File: config.mk
export PLATFORM = sky130hd
export DESIGN_NAME = addressed_frame_receiver_crc16
export DESIGN_NICKNAME = d
export VERILOG_FILES = /design/src/rtl/core/afr_pkg.sv /design/src/rtl/core/addressed_frame_receiver_crc16.sv
export SDC_FILE = /design/constraint.sdc
export NUM_CORES = 1
export LEC_CHECK = 0
export BUFFER_PORTS_ARGS = -buffer_cell sky130_fd_sc_hd__buf_4
export CAP_MARGIN = 20
export CORE_MARGIN = 1.5
export CORE_UTILIZATION = 50
export DETAILED_ROUTE_END_ITERATION = 16
export MAX_ROUTING_LAYER = met4
export PLACE_DENSITY = 0.69
export SYNTH_ARGS = -nofsm -noshare
export SYNTH_HDL_FRONTEND = slang
export SYNTH_SLANG_ARGS = --single-unit
File: constraint.sdc
create_clock -name i_clk -period 4.65 [get_ports i_clk]
set_input_delay 0.465 -clock i_clk [delete_from_list [all_inputs] [get_ports i_clk]]
set_output_delay 0.465 -clock i_clk [all_outputs]
set_load 0.005 [all_outputs]
File: src/rtl/core/afr_pkg.sv
package afr_pkg;

    localparam int unsigned HDR_LEN = 6;
    localparam int unsigned SUM_LEN = 5;
    localparam int unsigned LEN_POS = 4;

    localparam logic [15:0] CRC_INIT = 16'hFFFF;
    localparam logic [15:0] CRC_POLY = 16'hA001;

    typedef logic [7:0] t_byte;
    typedef t_byte t_window [HDR_LEN];

    // One byte of reflected Modbus CRC-16, eight shift/xor steps.
    function automatic logic [15:0] crc16_update(input logic [15:0] crc, input t_byte b);
        logic [15:0] c;
        c = crc ^ {8'h00, b};
        for (int k = 0; k < 8; k++) begin
            if (c[0]) begin
                c = (c >> 1) ^ CRC_POLY;
            end else begin
                c = c >> 1;
            end
        end
        return c;
    endfunction

endpackage

File: src/rtl/core/addressed_frame_receiver_crc16.sv
// Addressed frame receiver with Modbus CRC-16 check.
//
// Channels: the rx channel (i_rx_valid / o_rx_ready / i_rx_byte) takes one
// received byte per beat. The out channel (o_out_valid / i_out_ready) carries
// one beat per payload byte: the byte, its index, the frame length, a last
// flag and, on the last beat, the CRC verdict. The cfg channel (i_cfg_valid /
// o_cfg_ready / i_cfg_data) writes the 16-bit local address; it is always
// ready. The user must write it only while the block is idle (not enforced).
//
// Header bytes shift through a six-byte window and give no beat. A header
// matches on address, 8-bit checksum and nonzero length. Each payload byte
// gives one beat in the cycle after it is accepted. One byte is taken every
// cycle unless the output stalls: the header check and the eight-step CRC
// update sit between the state registers and the output register.
//
// Reset clears the window, returns to hunting, presets the CRC and empties
// the output register. When the receiver stalls, the output beat holds and
// o_rx_ready drops until the beat is taken; ready is combinational from
// i_out_ready so no cycle is lost while it drains.
module addressed_frame_receiver_crc16 (
    input  logic        i_clk,
    input  logic        i_rst_n,
    input  logic        i_cfg_valid,
    output logic        o_cfg_ready,
    input  logic [15:0] i_cfg_data,
    input  logic        i_rx_valid,
    output logic        o_rx_ready,
    input  logic [7:0]  i_rx_byte,
    output logic        o_out_valid,
    input  logic        i_out_ready,
    output logic [7:0]  o_payload_byte,
    output logic [7:0]  o_byte_index,
    output logic [7:0]  o_frame_length,
    output logic        o_is_last,
    output logic        o_frame_ok
);

    logic [15:0]      r_local_addr;
    afr_pkg::t_window r_win;
    afr_pkg::t_window n_win;
    logic             r_in_payload;
    logic             n_in_payload;
    logic [7:0]       r_count;
    logic [7:0]       n_count;
    logic [15:0]      r_crc;
    logic [15:0]      n_crc;

    logic             r_out_valid;
    logic [7:0]       r_payload_byte;
    logic [7:0]       r_byte_index;
    logic [7:0]       r_frame_length;
    logic             r_is_last;
    logic             r_frame_ok;

    logic             rx_acc;
    logic             emit;
    logic [7:0]       hdr_sum;
    logic             hdr_match;
    logic [15:0]      crc_next;
    logic [8:0]       count_inc;
    logic             last;
    logic             ok;

    assign o_cfg_ready = 1'b1;
    assign o_rx_ready  = !r_out_valid || i_out_ready;
    assign rx_acc      = i_rx_valid && o_rx_ready;
    assign emit        = rx_acc && r_in_payload;

    // Header check on the window as it stands after this byte shifts in.
    always_comb begin
        hdr_sum = 8'h00;
        for (int i = 1; i < int'(afr_pkg::HDR_LEN); i++) begin
            hdr_sum = hdr_sum + r_win[i];
        end
        hdr_match = (r_win[1] == r_local_addr[15:8]) &&
                    (r_win[2] == r_local_addr[7:0]) &&
                    (hdr_sum == i_rx_byte) &&
                    (r_win[afr_pkg::LEN_POS + 1] != 8'h00);
    end

    // Payload path: CRC update, last-byte and verdict.
    always_comb begin
        crc_next  = afr_pkg::crc16_update(r_crc, i_rx_byte);
        count_inc = {1'b0, r_count} + 9'd1;
        last      = count_inc >= {1'b0, r_win[afr_pkg::LEN_POS]};
        ok        = last && (crc_next == {r_win[2], r_win[3]});
    end

    always_comb begin
        n_win        = r_win;
        n_in_payload = r_in_payload;
        n_count      = r_count;
        n_crc        = r_crc;
        if (rx_acc) begin
            if (!r_in_payload) begin
                // shift the byte into the window
                for (int i = 0; i < int'(afr_pkg::HDR_LEN) - 1; i++) begin
                    n_win[i] = r_win[i + 1];
                end
                n_win[afr_pkg::HDR_LEN - 1] = i_rx_byte;
                if (hdr_match) begin
                    n_in_payload = 1'b1;
                    n_count      = 8'h00;
                    n_crc        = afr_pkg::CRC_INIT;
                end
            end else if (last) begin
                // end of frame: drop the header, back to hunting
                for (int i = 0; i < int'(afr_pkg::HDR_LEN); i++) begin
                    n_win[i] = 8'h00;
                end
                n_in_payload = 1'b0;
                n_count      = 8'h00;
                n_crc        = afr_pkg::CRC_INIT;
            end else begin
                n_count = count_inc[7:0];
                n_crc   = crc_next;
            end
        end
    end

    always_ff @(posedge i_clk) begin
        if (!i_rst_n) begin
            r_local_addr <= 16'h0000;
            for (int i = 0; i < int'(afr_pkg::HDR_LEN); i++) begin
                r_win[i] <= 8'h00;
            end
            r_in_payload <= 1'b0;
            r_count      <= 8'h00;
            r_crc        <= afr_pkg::CRC_INIT;
            r_out_valid  <= 1'b0;
        end else begin
            if (i_cfg_valid && o_cfg_ready) begin
                r_local_addr <= i_cfg_data;
            end
            r_win        <= n_win;
            r_in_payload <= n_in_payload;
            r_count      <= n_count;
            r_crc        <= n_crc;
            if (emit) begin
                r_out_valid <= 1'b1;
            end else if (i_out_ready) begin
                r_out_valid <= 1'b0;
            end
        end
    end

    always_ff @(posedge i_clk) begin
        if (emit) begin
            r_payload_byte <= i_rx_byte;
            r_byte_index   <= r_count;
            r_frame_length <= r_win[afr_pkg::LEN_POS];
            r_is_last      <= last;
            r_frame_ok     <= ok;
        end
    end

    assign o_out_valid    = r_out_valid;
    assign o_payload_byte = r_payload_byte;
    assign o_byte_index   = r_byte_index;
    assign o_frame_length = r_frame_length;
    assign o_is_last      = r_is_last;
    assign o_frame_ok     = r_frame_ok;

    a_len_nonzero: assert property (@(posedge i_clk) disable iff (!i_rst_n)
        r_in_payload |-> r_win[afr_pkg::LEN_POS] != 8'h00)
        else $error("in payload with zero frame length");

    a_index_in_frame: assert property (@(posedge i_clk) disable iff (!i_rst_n)
        o_out_valid |-> o_byte_index < o_frame_length)
        else $error("byte index beyond frame length");

    a_ok_only_last: assert property (@(posedge i_clk) disable iff (!i_rst_n)
        o_out_valid && o_frame_ok |-> o_is_last)
        else $error("frame_ok on a non-final byte");

    a_last_returns_hunt: assert property (@(posedge i_clk) disable iff (!i_rst_n)
        emit && last |=> !r_in_payload && o_out_valid && o_is_last)
        else $error("last byte did not return to hunting");

endmodule
==> metrics.md, run 1 <==
| Metric | Value |
|---|---|
| Synth top cells by count | `dfxtp_1, a21oi_1, nand2_1, xnor2_1, o21ai_0` |
| Synth-to-Final Area Change | `14.8%` |
| Synth area leader | `dfxtp_1` |
| P_leak | `2.61 nW` |
| Share of cells above drive strength 1 | `14.9%` |
| I/O pin count | `58` |
| Residual DRC | `0` |
| Post-Synth Adder-Cell Area | `10.8%` |
| Largest family of logic cells by synthesized area | `compound AO/OA/AOI/OAI gates` |
| Total Routed Length | `14.0 mm` |
| Critical path peak fanout | `27` |
| H-tree depth | `3` |
| Compound-gate portion of the synthesized area | `15.9%` |
| Main synth FF type | `dfxtp_1` |
| FMAX | `0.233 GHz` |
| Initial DRC Count | `359` |
| Cell Area, Synth | `5670 um2` |
| Arrival time worst endpoint | `4.54 ns` |
| Seq/Total Area, Yosys | `42.7%` |
| Port Buf Inserts | `56` |
| Min Tclk post-route | `4.29 ns` |
| # fillers | `937` |
| Mux cell area share after synthesis | `2.83%` |
| Max-cap violations | `0` |
| VDD IR max | `209 uV` |
| Count of final hold-check violations | `0` |
| Clk Latency, worst-skew pair | `0.35 ns` |
| Worst-margin pin slew | `1.06 ns` |
| Final net count | `679` |
| Post-cts sizing count | `0` |
| Total number of vias | `4301` |
| RSZ-0062 raised after global routing | `false` |
| Slew margin rel. | `29.0%` |
| Most common cell in the netlist | `dfxtp_1` |
| Diode count | `0` |
| Synth async-reset ratio | `0%` |
| Minimum hold slack | `0.349 ns` |
| Clock Sinks | `108` |
| Reg clk slew, reported paths | `0.07 ns` |
| Vias in the first global route | `4138` |
| Gr ovfl total | `0` |
| Row count | `38` |
| Area share of the largest cell type after synthesis | `29.0%` |
| Post-synth EDFFs | `26` |
| Core box area | `10900 um2` |
| Clock Tree Root | `clkbuf_16` |
| Initial Util | `51.8%` |
| Post-CTS Setup Inserts | `0` |
| Fin Setup TNS | `0 ns` |
| Post-CTS Hold Fix Bufs | `0` |
| Yosys cell types | `50` |
| Post-Synth XOR/XNOR Area | `13.0%` |
| Detailed Place HPWL | `9.64 mm` |
| Vias/cell | `5.67` |
| Post-Synth Simple-Gate Area | `10.6%` |
| Worst setup SP type | `register` |
| Crit end category | `register` |
| First-pass GRT wire length | `22.2 mm` |
| Initial antenna violation count | `0` |
| Syn_area_per_cell | `9.94 um2` |
| FF+latch count, synth | `108` |
| Routed wire length per instance | `18.4 um` |
| Die width | `109 um` |
| Die area | `12000 um2` |
| Ys Warns | `0` |
| Required time worst endpoint | `4.91 ns` |
| Type of the worst setup path | `reg -> reg` |
| Max Buffers Root-to-Sink | `2` |
| Chip Height | `109 um` |
| Top cells by area, synth | `dfxtp_1, edfxtp_1, xnor2_1` |
| Power per cell area | `303 nW/um2` |
| CTS tree | `yes` |
| Inserted Clock Buffers | `9` |
| Pins Over Slew Limit | `0` |
| Total Power | `1.97 mW` |
| Syn_nets | `636` |
| Mapped Cells | `570` |
| Fin crit share | `92.2%` |
| Total GRT Usage | `25.5%` |
| Final setup fails | `0` |
| Outcome | `completed` |
| Antenna-violating nets left | `0` |
| GPL Wtd Cong | `0.905` |
| Worst Hold Class | `in -> reg` |
| Clock Skew | `0.00874 ns` |
| TritonRoute pass-1 iters | `7` |
| Largest net degree at the start of global routing | `69` |
==> placed cells by master, fill, tap and decap left out, types with 2 or more instances in the layout <==
master,n
nand2_1,49
nand3_1,10
a22oi_1,2
fa_1,20
a21o_1,7
or4_1,4
nor3_1,14
o21ai_0,47
inv_2,2
or3_1,5
dfxtp_1,82
edfxtp_1,26
xnor3_1,2
and4_1,2
inv_1,18
buf_4,66
a21oi_1,50
clkbuf_16,10
o211a_1,7
nand4_1,7
xnor2_2,4
a211oi_1,8
a211o_1,3
o21ai_1,6
xor2_1,20
mux2i_1,16
nand2b_1,3
o32ai_1,4
a2bb2oi_1,2
nor2_1,25
ha_1,17
o211ai_1,4
xnor2_1,49
nor4_1,4
==> final timing paths <==
path / endpoint / start / cells after the start / slack (ns)
setup reg to reg: r_count[4] / r_win[10] / 13 / 0.36
hold reg to reg: o_frame_length[6] / r_win[14] / 0 / 0.49
hold / removal: r_local_addr[5] / i_cfg_data[5] / 3 / 0.35
setup / recovery: r_count[4] / r_win[10] / 13 / 0.36
==> stage by stage <==
stage          instance area (um2)  cells  setup slack [ns]  util (%)
6_report                      6510    758             0.364      59.5
5_1_grt                       6510    758             0.109      59.5
4_1_cts                       6510    758             0.376      59.5
3_5_place_dp                  6210    742             0.415      56.8
3_3_place_gp                  6210    742             0.505      56.8
2_1_floorplan                 5670    570             0.729         -
==> where the power goes <==
part / leakage [nW] / switching (mW) / internal (mW)
registers: 0.921 / 0.0178 / 0.974
logic: 1.54 / 0.117 / 0.0968
clock network: 0.144 / 0.350 / 0.413
==> flip-flops by register name, indices dropped and copies added, names as in the netlist <==
register and count:
o_out_valid 1, o_frame_ok 1, o_payload_byte 8, r_in_payload 1, o_frame_length 8, o_is_last 1, r_crc 16, r_count 8
r_local_addr 16, o_byte_index 8, r_win 40
==> final cells by class <==
| class | instances | area, um2 | area share, % |
|---|---|---|---|
| clock buffer | 12 | 268 | 4.12 |
| multi-input combinational | 407 | 3020 | 46.4 |
| sequential | 108 | 2420 | 37.2 |
| timing repair buffer | 67 | 515 | 7.92 |
| clock inverter | 4 | 30.0 | 0.462 |
| inverter | 20 | 75.1 | 1.15 |
| tap | 140 | 175 | 2.69 |
==> per-layer routing <==
| metal | track usage [%] | vias to the layer above | routed length, um |
|---|---|---|---|
| met5 | - | - | 0 |
| met4 | 9.55 | 0 | 341 |
| met3 | 4.62 | 24 | 683 |
| met2 | 37.7 | 122 | 6530 |
| met1 | 35.0 | 2065 | 6410 |
| li1 | - | 2090 | - |
==> logic make-up (layout without fill, tap and decap cells) <==
kind of cell               count (synthesis)  after routing
DFF                                      108            108
xor gates and xnor gates                  76             76
other                                      1              1
and+or+nand+nor                          128            128
adders and majority gates                 37             37
AOI/OAI and AO/OA                        149            149
muxes                                     16             16
buffers and inverters                     55            103
==> worst max-delay path: stages, from the launching register on <==
cell and delay [ns]:
dfxtp_1 0.46, fa_1 0.49, fa_1 0.51, fa_1 0.55, inv_1 0.07, fa_1 0.46, xor2_1 0.17, xnor2_1 0.13
nor3_1 0.20, and4_1 0.25, and4_1 0.27, buf_12 0.19, nor2_1 0.10, o32ai_1 0.33
Note: power is estimated with default switching activity, not from simulation.
==> run 2, diff against run 1 <==
--- a/config.mk
+++ b/config.mk
@@ -5,13 +5,12 @@
 export SDC_FILE = /design/constraint.sdc
 export NUM_CORES = 1
 export LEC_CHECK = 0
-export BUFFER_PORTS_ARGS = -buffer_cell sky130_fd_sc_hd__buf_4
 export CAP_MARGIN = 20
 export CORE_MARGIN = 1.5
 export CORE_UTILIZATION = 50
 export DETAILED_ROUTE_END_ITERATION = 16
+export DONT_BUFFER_PORTS = 1
 export MAX_ROUTING_LAYER = met4
-export PLACE_DENSITY = 0.69
 export SYNTH_ARGS = -nofsm -noshare
 export SYNTH_HDL_FRONTEND = slang
 export SYNTH_SLANG_ARGS = --single-unit
==> run 2 against run 1 <==
Final cell count is 6.6% lower. Clock skew shrank 0.0029 ns. Register-to-register slack worse by 0.12 ns.
==> metrics.md, run 2 (same netlist as run 1, synthesis figures left out) <==
| Metric | Value |
|---|---|
| Initial Util | `51.8% (unchanged)` |
| Post-place setup slack | `0.319 ns (-0.0953 ns)` |
| Max reg flops | `40 (unchanged)` |
| Core box area | `10900 um2 (unchanged)` |
| Clock Tree Root | `clkbuf_16` |
| H-tree depth | `3 (unchanged)` |
| Worst Path Buf+Inv | `2 (unchanged)` |
| Final net count | `629 (-7.4%)` |
| Largest net degree at the start of global routing | `55 (-20%)` |
| Share of cells above drive strength 1 | `7.57% (-7.3 points)` |
| Routed wire length per instance | `20.1 um (+9.1%)` |
| Residual DRC | `0 (unchanged)` |
| Largest Register | `r_win` |
| Die area | `12000 um2 (unchanged)` |
| Fin crit share | `94.8% (+2.6 points)` |
| Total Routed Length | `14.2 mm (+1.9%)` |
| Initial antenna violation count | `0 (unchanged)` |
| TritonRoute pass-1 iters | `5 (-2)` |
| Power per cell area | `322 nW/um2 (+6.5%)` |
| Post-cts sizing count | `0 (unchanged)` |
| Int Pwr | `1.49 mW (+0.70%)` |
| Top Registers | `r_win (40), r_crc (16), r_local_addr (16)` |
| Clk Latency, worst-skew pair | `0.35 ns (about the same)` |
| Die width | `109 um (unchanged)` |
| Count of final hold-check violations | `0 (unchanged)` |
| Worst-margin pin slew | `1.06 ns (-0.00908 ns)` |
| Delay-heaviest family, CP | `adder cells` |
| Crit end category | `register` |
| I/O pin count | `58 (unchanged)` |
| Worst setup SP type | `register` |
| Initial DRC Count | `379 (+5.6%)` |
| Most frequent cells in the layout | `dfxtp_1, a21oi_1, nand2_1, xnor2_1, o21ai_0` |
| Arrival time worst endpoint | `4.65 ns (+0.11 ns)` |
| Diode count | `0 (unchanged)` |
| Synth-to-Final Area Change | `8.19%` |
| Port Buf Inserts | `0 (-100%)` |
| Reg clk slew, reported paths | `0.07 ns (about the same)` |
| Critical path's slowest cell | `fa_1` |
| P_leak | `2.37 nW (-9.2%)` |
| Detailed Place HPWL | `9.87 mm (+2.3%)` |
| Reg2Reg Depth | `13 (unchanged)` |
| Max-cap violations | `0 (unchanged)` |
| Pins Over Slew Limit | `0 (unchanged)` |
| Row count | `38 (unchanged)` |
| Combinational Power Share | `9.4% (-1.5 points)` |
| Post-CTS Hold Fix Bufs | `0 (unchanged)` |
| Total number of vias | `4218 (-1.9%)` |
| Psw | `0.483 mW (-0.47%)` |
| Clock Sinks | `108 (unchanged)` |
| Max Buffers Root-to-Sink | `2 (unchanged)` |
| Total GRT Usage | `26.3% (+0.79 points)` |
| Required time worst endpoint | `4.89 ns (-0.02 ns)` |
| Worst Hold Class | `in -> reg` |
| Post-CTS Setup Inserts | `0 (unchanged)` |
| First-pass GRT wire length | `22.6 mm (+1.8%)` |
| Setup ws final | `0.242 ns (-0.122 ns)` |
| Slew margin rel. | `29.6% (+0.61 points)` |
| Chip Height | `109 um (unchanged)` |
| WHS Path Cells | `1 (-2)` |
| Power share of the clock group | `40.5% (+1.7 points)` |
| Vias in the first global route | `4090 (-1.2%)` |
| Fin Setup TNS | `0 ns (unchanged)` |
| VDD IR max | `244 uV (+17%)` |
| CP most frequent cell | `fa_1` |
| Seq pwr share | `50.1% (-0.3 points)` |
| Min Tclk post-route | `4.41 ns (+0.122 ns)` |
| Antenna-violating nets left | `0 (unchanged)` |
| Vias/cell | `5.96 (+5.0%)` |
| Commonest non-fill, non-tap cell in the layout | `dfxtp_1` |
| Critical path peak fanout | `13 (-52%)` |
| Type of the worst setup path | `reg -> reg` |
| Final setup fails | `0 (unchanged)` |
| Outcome | `completed` |
| CP Depth | `13 (unchanged)` |
| Critical Path, Cell by Cell | `fa_1 > fa_1 > fa_1 > inv_1 > fa_1 > nand2b_1 > a21oi_1 > a31oi_1 > xnor2_1 > and4_1 > buf_4 > o2111ai_2 > o41a_1` |
| Sw Share | `24.4% (-0.22 points)` |
| Max incr delay on CP | `0.55 ns (about the same)` |
| Gr ovfl total | `0 (unchanged)` |
| GPL Wtd Cong | `0.869 (-3.9%)` |
| RSZ-0062 raised after global routing | `false` |
| CTS tree | `yes` |
| Minimum hold slack | `0.189 ns (-0.159 ns)` |
| Inserted Clock Buffers | `9 (unchanged)` |
| FMAX | `0.227 GHz (-2.8%)` |
| Clock Skew | `0.00580 ns (-0.00294 ns)` |
-- run 2: cell types whose count changed in the layout (fill, tap and decap cells not counted) --
cell / delta
buf_4: -49
clkinv_4: +2
buf_12: -1
bufinv_16: +1
clkbuf_1: -1
clkbuf_16: -1
clkinv_2: -1
-- run 2: final timing paths --
kind | start | endpoint | slack [ns]
worst min register to register | r_win[14] | r_win[22] | 0.48
worst max register to register | r_win[10] | r_crc[0] | 0.24
worst min-delay path | i_rst_n | r_crc[7] | 0.19
worst max-delay path | r_win[10] | r_crc[0] | 0.24
-- run 2: metrics by stage --
step	cells	total power, mW	utilization (%)	cell area, um2
after floorplan	570	1.16	-	5670
after global placement	692	1.19	53.2	5820
after detailed placement	692	1.20	53.2	5820
after CTS	708	1.99	56.1	6130
after global routing	708	2.06	56.1	6130
final	708	1.98	56.1	6130
-- run 2: area by class of cell --
class | count | area [um2]
fillers | 984 | 4800
multi-input cells | 407 | 3020
flip-flops and latches | 108 | 2420
clock buffers | 10 | 239
well taps | 140 | 175
repair buffers | 17 | 128
inverters | 20 | 75.1
clock inverters | 6 | 72.6
-- run 2: power groups by stage --
| stage | clock, mW | combinational [mW] | sequential [mW] |
|---|---|---|---|
| 2_1_floorplan | 0 | 0.154 | 1.01 |
| 3_3_place_gp | 0 | 0.181 | 1.01 |
| 3_5_place_dp | 0 | 0.184 | 1.01 |
| 4_1_cts | 0.816 | 0.186 | 0.990 |
| 5_1_grt | 0.858 | 0.204 | 0.993 |
| 6_report | 0.801 | 0.185 | 0.990 |
-- run 2: layer usage --
| metal | global-route usage (%) | share of wire, % |
|---|---|---|
| met5 | - | 0 |
| met2 | 37.5 | 44 |
| met4 | 8.35 | 1.8 |
| met3 | 5.45 | 5.1 |
| met1 | 37.4 | 49 |
-- run 2: worst register-to-register path: stages, from the launching register on --
cell and delay (ns):
dfxtp_1 0.49, fa_1 0.49, fa_1 0.51, fa_1 0.55
inv_1 0.07, fa_1 0.45, nand2b_1 0.16, a21oi_1 0.20
a31oi_1 0.13, xnor2_1 0.24, and4_1 0.48, buf_4 0.27
o2111ai_2 0.12, o41a_1 0.15
==> run 3, diff against run 2 <==
--- a/config.mk
+++ b/config.mk
@@ -6,11 +6,15 @@
 export NUM_CORES = 1
 export LEC_CHECK = 0
 export CAP_MARGIN = 20
+export CELL_PAD_IN_SITES_DETAIL_PLACEMENT = 0
+export CELL_PAD_IN_SITES_GLOBAL_PLACEMENT = 1
 export CORE_MARGIN = 1.5
 export CORE_UTILIZATION = 50
 export DETAILED_ROUTE_END_ITERATION = 16
 export DONT_BUFFER_PORTS = 1
+export GPL_TIMING_DRIVEN = 0
 export MAX_ROUTING_LAYER = met4
+export PLACE_DENSITY_LB_ADDON = 0.1
 export SYNTH_ARGS = -nofsm -noshare
 export SYNTH_HDL_FRONTEND = slang
 export SYNTH_SLANG_ARGS = --single-unit
==> constraint.sdc (replaced) <==
create_clock -name i_clk -period 4.2 [get_ports i_clk]
set_input_delay 0.42 -clock i_clk [delete_from_list [all_inputs] [get_ports i_clk]]
set_output_delay 0.42 -clock i_clk [all_outputs]
set_load 0.005 [all_outputs]
==> run 3 against run 2 <==
Maximum frequency increased by 6.6%. Die area unchanged. Via count increased by 3.5%. Wire length increased by 8.5%. Worst setup slack got worse by 0.18 ns. First-iteration DRC count decreased by 21%. Sequential power increased by 11%. Clock skew increased by 0.0017 ns. Critical path depth increased by 2. Utilization increased by 3.0 points. Hold slack got worse by 0.032 ns. Flip-flop and latch count unchanged.
==> metrics.md, run 3 (same netlist as run 1, synthesis figures left out) <==
| Metric | Value |
|---|---|
| CTS tree | `yes` |
| Int Pwr | `1.70 mW (+14%)` |
| Initial antenna violation count | `0 (unchanged)` |
| Setup ws final | `0.0663 ns (-0.176 ns)` |
| RSZ-0062 raised after global routing | `true` |
| Top Registers | `r_win (40), r_crc (16), r_local_addr (16)` |
| Total number of vias | `4367 (+3.5%)` |
| Sw Share | `24.4% (about the same)` |
| Worst-margin pin slew | `0.942 ns (-0.113 ns)` |
| Gr ovfl total | `0 (unchanged)` |
| Inserted Clock Buffers | `9 (unchanged)` |
| Commonest non-fill, non-tap cell in the layout | `dfxtp_1` |
| Critical path peak fanout | `5 (-8)` |
| FMAX | `0.242 GHz (+6.6%)` |
| Min Tclk post-route | `4.13 ns (-0.274 ns)` |
| Count of final hold-check violations | `0 (unchanged)` |
| Final non-filler cell total | `736 (+4.0%)` |
| H-tree depth | `3 (unchanged)` |
| I/O pin count | `58 (unchanged)` |
| Reg clk slew, reported paths | `0.07 ns (about the same)` |
| Fin crit share | `98.4% (+3.6 points)` |
| Vias in the first global route | `4233 (+3.5%)` |
| Met1 Use GR | `34.6% (-2.8 points)` |
| Die width | `109 um (unchanged)` |
| Diode count | `0 (unchanged)` |
| Residual DRC | `0 (unchanged)` |
| Psw | `0.549 mW (+14%)` |
| Max Buffers Root-to-Sink | `2 (unchanged)` |
| Worst setup SP type | `register` |
| Clock Tree Root | `clkbuf_16` |
| Power share of the clock group | `39.8% (-0.7 points)` |
| Post-place setup slack | `-0.282 ns (-0.601 ns)` |
| Final setup fails | `0 (unchanged)` |
| Total Routed Length | `15.4 mm (+8.5%)` |
| Arrival time worst endpoint | `4.39 ns (-0.26 ns)` |
| Gr busiest metal | `met2` |
| Max-cap violations | `0 (unchanged)` |
| Port Buf Inserts | `0 (unchanged)` |
| Seq pwr share | `48.9% (-1.2 points)` |
| Combinational Power Share | `11.3% (+1.9 points)` |
| Routed wire length per instance | `21.0 um (+4.4%)` |
| Total GRT Usage | `26.9% (+0.59 points)` |
| First-pass GRT wire length | `22.9 mm (+1.5%)` |
| Required time worst endpoint | `4.45 ns (-0.44 ns)` |
| TritonRoute pass-1 iters | `5 (unchanged)` |
| Vias/cell | `5.93 (-0.41%)` |
| Crit end category | `register` |
| Row count | `38 (unchanged)` |
| P_leak | `2.43 nW (+2.8%)` |
| Minimum hold slack | `0.157 ns (-0.0320 ns)` |
| Type of the worst setup path | `reg -> reg` |
| Clk Latency, worst-skew pair | `0.36 ns (about the same)` |
| Final net count | `657 (+4.5%)` |
| Worst Hold Class | `in -> reg` |
| Chip Height | `109 um (unchanged)` |
| Die area | `12000 um2 (unchanged)` |
| Share of cells above drive strength 1 | `11.6% (+4.0 points)` |
| GPL Wtd Cong | `0.849 (-2.3%)` |
| Most frequent cells in the layout | `dfxtp_1, nand2_1, a21oi_1, xnor2_1, o21ai_0` |
| Synth-to-Final Area Change | `14.0%` |
| Utilization after layout | `59.1% (+3.0 points)` |
| Max reg flops | `40 (unchanged)` |
| Initial DRC Count | `298 (-21%)` |
| Outcome | `completed` |
| Placed cells | `710 (+2.6%)` |
| Initial Util | `51.8% (unchanged)` |
| Clock Sinks | `108 (unchanged)` |
| Detailed Place HPWL | `11.0 mm (+12%)` |
| GRT met2 Usage | `42.3% (+4.8 points)` |
| Pins Over Slew Limit | `0 (unchanged)` |
| Core box area | `10900 um2 (unchanged)` |
| Largest Register | `r_win` |
| Power per cell area | `348 nW/um2 (+7.9%)` |
| Antenna-violating nets left | `0 (unchanged)` |
| Slew margin rel. | `36.9% (+7.3 points)` |
| VDD IR max | `298 uV (+22%)` |
| Met3 Use GR | `6.11% (+0.65 points)` |
| Clock Skew | `0.00752 ns (+0.00172 ns)` |
| Largest net degree at the start of global routing | `36 (-35%)` |
## run 3: cell types whose count changed in the layout (fill, tap and decap cells not counted), sizes merged
cell / before / now
clkbuf: 10 / 44
buf: 17 / 12
and4: 2 / 3
bufinv: 1 / 0
clkinv: 3 / 2
clkinvlp: 1 / 0
nand4: 8 / 9
## run 3: per-layer routing
layer / wire length, um / up-vias
met1: 6680 / 2123
li1: - / 2050
met3: 1050 / 27
met2: 7370 / 167
met5: 0 / -
met4: 335 / 0
## run 3: repair_timing
action / in CTS / in global routing
cloned: 0 / 3
pin swaps: 6 / 16
setup buffers: 2 / 6
endpoints found under the setup margin: 25 / 25
resized for setup: 15 / 33
hold buffers: 0 / 0
hold endpoints to repair: 0 / 0
## run 3: path summary, 6_finish.rpt
path	startpoint	end	slack [ns]	depth (start not counted)
hold reg to reg	r_win[14]	o_frame_length[6]	0.48	0
setup reg to reg	r_win[17]	r_crc[13]	0.07	15
setup / recovery	r_win[17]	r_crc[13]	0.07	15
hold / removal	i_rx_byte[7]	o_payload_byte[7]	0.16	0
## run 3: metrics by stage
stage          TNS, ns  cell area (um2)  power, mW
6_report             0             6460       2.25
3_5_place_dp     -3.39             5840       1.33
5_1_grt         -0.101             6460       2.32
4_1_cts              0             6220       2.23
2_1_floorplan        0             5670       1.29
3_3_place_gp     -3.13             5840       1.33
## run 3: cell type report
class                   count  area, um2
fillers                   986       4470
multi-input cells         409       3190
flip-flops and latches    108       2440
clock buffers              13        304
well taps                 140        175
plain buffers              34        155
repair buffers              9        101
inverters                  20       75.1
clock inverters             3       21.3
## run 3: power by group through the flow
stage | clock network, mW | logic, mW | registers [mW]
after global placement | 0 | 0.206 | 1.12
after global routing | 0.947 | 0.277 | 1.10
final | 0.896 | 0.254 | 1.10
after CTS | 0.914 | 0.219 | 1.10
after floorplan | 0 | 0.170 | 1.12
after detailed placement | 0 | 0.211 | 1.12
## run 3: worst max-delay path, cell delays in order, from the launching register on
cell	delay, ns
dfxtp_4	0.35
fa_1	0.56
fa_1	0.44
fa_1	0.49
ha_2	0.19
inv_2	0.04
fa_2	0.37
nand2b_4	0.16
a21oi_4	0.18
a31oi_4	0.11
xnor2_1	0.14
buf_4	0.17
and4_4	0.22
buf_6	0.13
or3_1	0.31
a21o_1	0.18
